## src/rtl/bdc_pkg.sv

```systemverilog
// ----------------------------------------------------------------------------
// bdc_pkg
// Shared types and constants for the De Casteljau Bezier evaluator.
// ----------------------------------------------------------------------------
package bdc_pkg;

    localparam int VAL_W   = 32;
    localparam int T_W     = 17;
    localparam int IDX_W   = 4;
    localparam int CNT_CFG_W = 5;

    localparam logic [T_W-1:0]       T_ONE        = 17'h10000;
    localparam logic [CNT_CFG_W-1:0] PC_RESET     = 5'd2;

    typedef enum logic {
        KIND_WRITE = 1'b0,
        KIND_EVAL  = 1'b1
    } kind_t;

    typedef struct packed {
        logic             load;
        logic             step;
        logic [T_W-1:0]   t;
    } cell_ctrl_t;

endpackage

```

## src/rtl/bdc_cell.sv

```systemverilog
// ----------------------------------------------------------------------------
// bdc_cell
// One slot of the lerp row: holds a control point and a working value, and
// interpolates toward its right-hand neighbor once per level.
// ----------------------------------------------------------------------------
module bdc_cell
    import bdc_pkg::*;
(
    input  logic               aclk,
    input  logic               aresetn,
    input  cell_ctrl_t         ctrl,
    input  logic               wr_en,
    input  logic [VAL_W-1:0]   wr_data,
    input  logic [VAL_W-1:0]   next_row,
    output logic [VAL_W-1:0]   row
);

    logic [VAL_W-1:0]   point_reg;
    logic [VAL_W-1:0]   row_reg;
    logic [VAL_W-1:0]   row_next;
    logic signed [VAL_W:0]       diff;
    logic signed [VAL_W+T_W+1:0] prod;
    logic signed [VAL_W+T_W+1:0] delta;

    assign diff  = $signed({next_row[VAL_W-1], next_row}) - $signed({row_reg[VAL_W-1], row_reg});
    assign prod  = diff * $signed({1'b0, ctrl.t});
    assign delta = prod >>> 16;

    always_comb begin
        row_next = row_reg;
        if (ctrl.load) begin
            row_next = point_reg;
        end else if (ctrl.step) begin
            row_next = row_reg + delta[VAL_W-1:0];
        end
    end

    always_ff @(posedge aclk) begin
        if (!aresetn) begin
            point_reg <= '0;
        end else if (wr_en) begin
            point_reg <= wr_data;
        end
    end

    always_ff @(posedge aclk) begin
        row_reg <= row_next;
    end

    assign row = row_reg;

endmodule

```

## config.mk

```make
export PLATFORM = sky130hd
export DESIGN_NAME = bdc_cell
export DESIGN_NICKNAME = d
export VERILOG_FILES = /design/src/rtl/bdc_pkg.sv /design/src/rtl/bdc_cell.sv
export SDC_FILE = /design/constraint.sdc
export NUM_CORES = 2
export LEC_CHECK = 0
export BUFFER_PORTS_ARGS = -buffer_cell sky130_fd_sc_hd__clkbuf_2
export CAP_MARGIN = 20
export CORE_UTILIZATION = 55
export CTS_CLUSTER_DIAMETER = 150
export DETAILED_ROUTE_END_ITERATION = 6
export MAX_ROUTING_LAYER = met4
export PLACE_DENSITY_LB_ADDON = 0.25
export SLEW_MARGIN = 20
export SYNTH_ARGS = -nofsm -noshare
export SYNTH_HDL_FRONTEND = slang
export SYNTH_SLANG_ARGS = --single-unit
```

## constraint.sdc

```tcl
create_clock -name aclk -period 23.2 [get_ports aclk]
set_input_delay 0 -clock aclk [delete_from_list [all_inputs] [get_ports aclk]]
set_output_delay 0 -clock aclk [all_outputs]
set_load 0.01 [all_outputs]
```

==> summary.md <==
| Metric | Value |
|---|---|
| Outcome | finished, final reports clean |
| Syn avg cell area | 8.82 um2 |
| Commonest cells in the synthesized netlist | 691 x inv_1, 516 x fa_1, 296 x nand2_1 |
| Post-layout util | 0.602 |
| Fin area | 26000 um2 |
| Worst clock skew | 0.00772 ns |
| Ys flop type | edfxtp_1 |
| Port bufs | 117 |
| DRT Pass-1 Iters | 5 |
| Post-synth EDFFs | 32 |
| Placer Congestion | 0.946 |
| Synth top area share | 0.429 |
| Area delta synth->final | 7.86% |
| Drt initial violations | 1163 |
| MaxCap Viol Count | 0 |
| DRC | 0 |
| # rows | 76 |
| Post-synth ARST share | 0 |
| Critical Path Fanout Max | 17 |
| Crit path to | row[31] |
| Setup TNS | 0 ns |
| Clk slew on worst S/H paths | 0.06 ns |
| Post-synthesis cell type count | 74 |
| Largest net degree at the start of global routing | 72 |
| DP HPWL | 48000 um |
| Total clock buffers created by CTS | 9 |
| Wirelength, routed | 62000 um |
| Setup crit start | row[0] |
| Reg2reg start | row[0] |
| Clk sink count | 64 |
| Final setup violation count | 0 |
| Most common cell on crit path | fa_1 |
| Core area | 43200 um2 |
| Total track usage | 0.310 |
| Worst-margin pin slew | 1.17 ns |
| Initial antenna violation count | 3 |
| Synth Warn # | 0 |
| Worst reg2reg path endpoint | row[31] |
| Post-CTS sizing | 0 |
| Routing usage on met1 | 0.414 |
| Longest Clk Path Bufs | 2 |
| Area leader, netlist | fa_1 |
| Pins over their slew limit | 0 |
| Vias in the first global route | 20319 |
| WS Path Type | register to register |
| Mapped Area | 24100 um2 |
| DR vias/cell | 5.38 |
| Max Freq | 0.0848 GHz |
| Worst reg2reg setup slack | 11.40 ns |
| Worst Hold Class | primary input to register |
| Reg2reg path depth | 42 |
| Io pins | 118 |
| Die height | 211 um |
| Post-route ant nets | 0 |
| Highest-delay cell along the critical path | xnor2_2 |
| Routed wire per std cell | 18.2 um |
| Post-synthesis sequential area ratio | 0.0665 |
| Period utilization | 0.508 |
| Tmin final | 11.80 ns |
| Max incr delay on CP | 0.82 ns |
| Fraction of layout cells with a size suffix above 1 | 0.0755 |
| Post-synthesis register bit count | 64 |
| First-pass GRT wire length | 104000 um |
| Via count | 18349 |
| Worst slew margin | 0.218 |
| Synth top area cells | fa_1 43%, inv_1 11%, ha_1 9.2% |
| Die area | 44600 um2 |
| Clk_lat worst skew | 0.33 ns |
| Met3 Usage GRT | 0.0309 |
| RSZ-0062 raised after global routing | no |
| Synth Instances | 2730 |
| Top-count cell post-synth | inv_1 |
| Critical path endpoint category | register |
| Hold Path Depth | 2 |
| Initial core utilization | 0.558 |
| Layer with the highest usage | met2 |
| Htree depth | 3 |
| Worst Setup Start Kind | register |
| Congestion Overflow GR | 0 |
| CP arrival | 11.97 ns |
| Worst Path Required | 23.38 ns |
| Final #Nets | 3597 |
| CTS tree | yes |
| Die width | 211 um |
| Post-Syn Nets | 3509 |
| Root Driver | clkbuf_16 |
| Met2 Usage GRT | 0.511 |
| Final hold violation count | 0 |
| Area after DPL | 25300 um2 |
==> layer usage <==
layer	wire length (um)	vias up
li1	-	8279
met1	26000	9238
met2	30100	724
met3	4570	108
met4	1440	0
met5	0	-
==> worst min-delay path by stage <==
stage,start,endpoint,slack [ns]
after CTS,aresetn,point_reg[6],0.27
final,aresetn,point_reg[0],0.25
after floorplan,aresetn,point_reg[0],0.13
after global routing,aresetn,point_reg[8],0.32
after global placement,wr_data[18],point_reg[18],0.26
after detailed placement,wr_data[19],point_reg[19],0.26
==> cell type report <==
type                            instances  area, um2
Fill cell                            3851      17200
Clock buffer                           14        307
Inverter                              691       2590
Timing Repair Buffer                  181       1150
Multi-Input combinational cell       1871      19600
Antenna cell                            3       7.51
Sequential cell                        64       1600
Tap cell                              585        732
Clock inverter                          2       15.0
==> placed cells by master (no fill, tap or decap), drive strengths merged, types with 51 or more instances in the layout <==
master	count
xnor2	64
nor2	51
fa	516
ha	177
nand2	296
inv	692
a21oi	80
nor2b	62
and2	263
clkbuf	131
o21ai	71
==> cell families after synthesis <==
logic type	Yosys count	share of synthesized area
flops	64	0.0665
compound gates	249	0.0637
fa+ha+maj	693	0.521
mux	35	0.0147
xor+xnor	96	0.0355
simple gates	798	0.174
buf+inv	795	0.125
==> worst max-delay path: cells and delay by family (launching register included) <==
kind / cells / cell delay [ns]
compound gates: 16 / 3.71
buf+inv: 5 / 0.33
xor+xnor: 4 / 1.59
fa+ha+maj: 10 / 4.21
simple gates: 7 / 1.40
flops: 1 / 0.41
==> what timing repair did <==
item / in CTS / in global routing
setup buffers: 0 / 0
hold buffers: 32 / 0
hold endpoints to repair: 32 / 0
==> through the flow <==
stage / worst slack [ns] / hold slack (ns) / std cells
global route: 10.85 / 0.315 / 3411
detailed placement: 11.51 / 0.265 / 3360
CTS: 11.49 / 0.267 / 3408
finish: 11.40 / 0.254 / 3411
global placement: 11.79 / 0.257 / 3360
floorplan: 13.23 / 0.128 / 2730
Power is not shown: default switching activity piles up to over one toggle a cycle in this logic, so the estimate is an artifact.
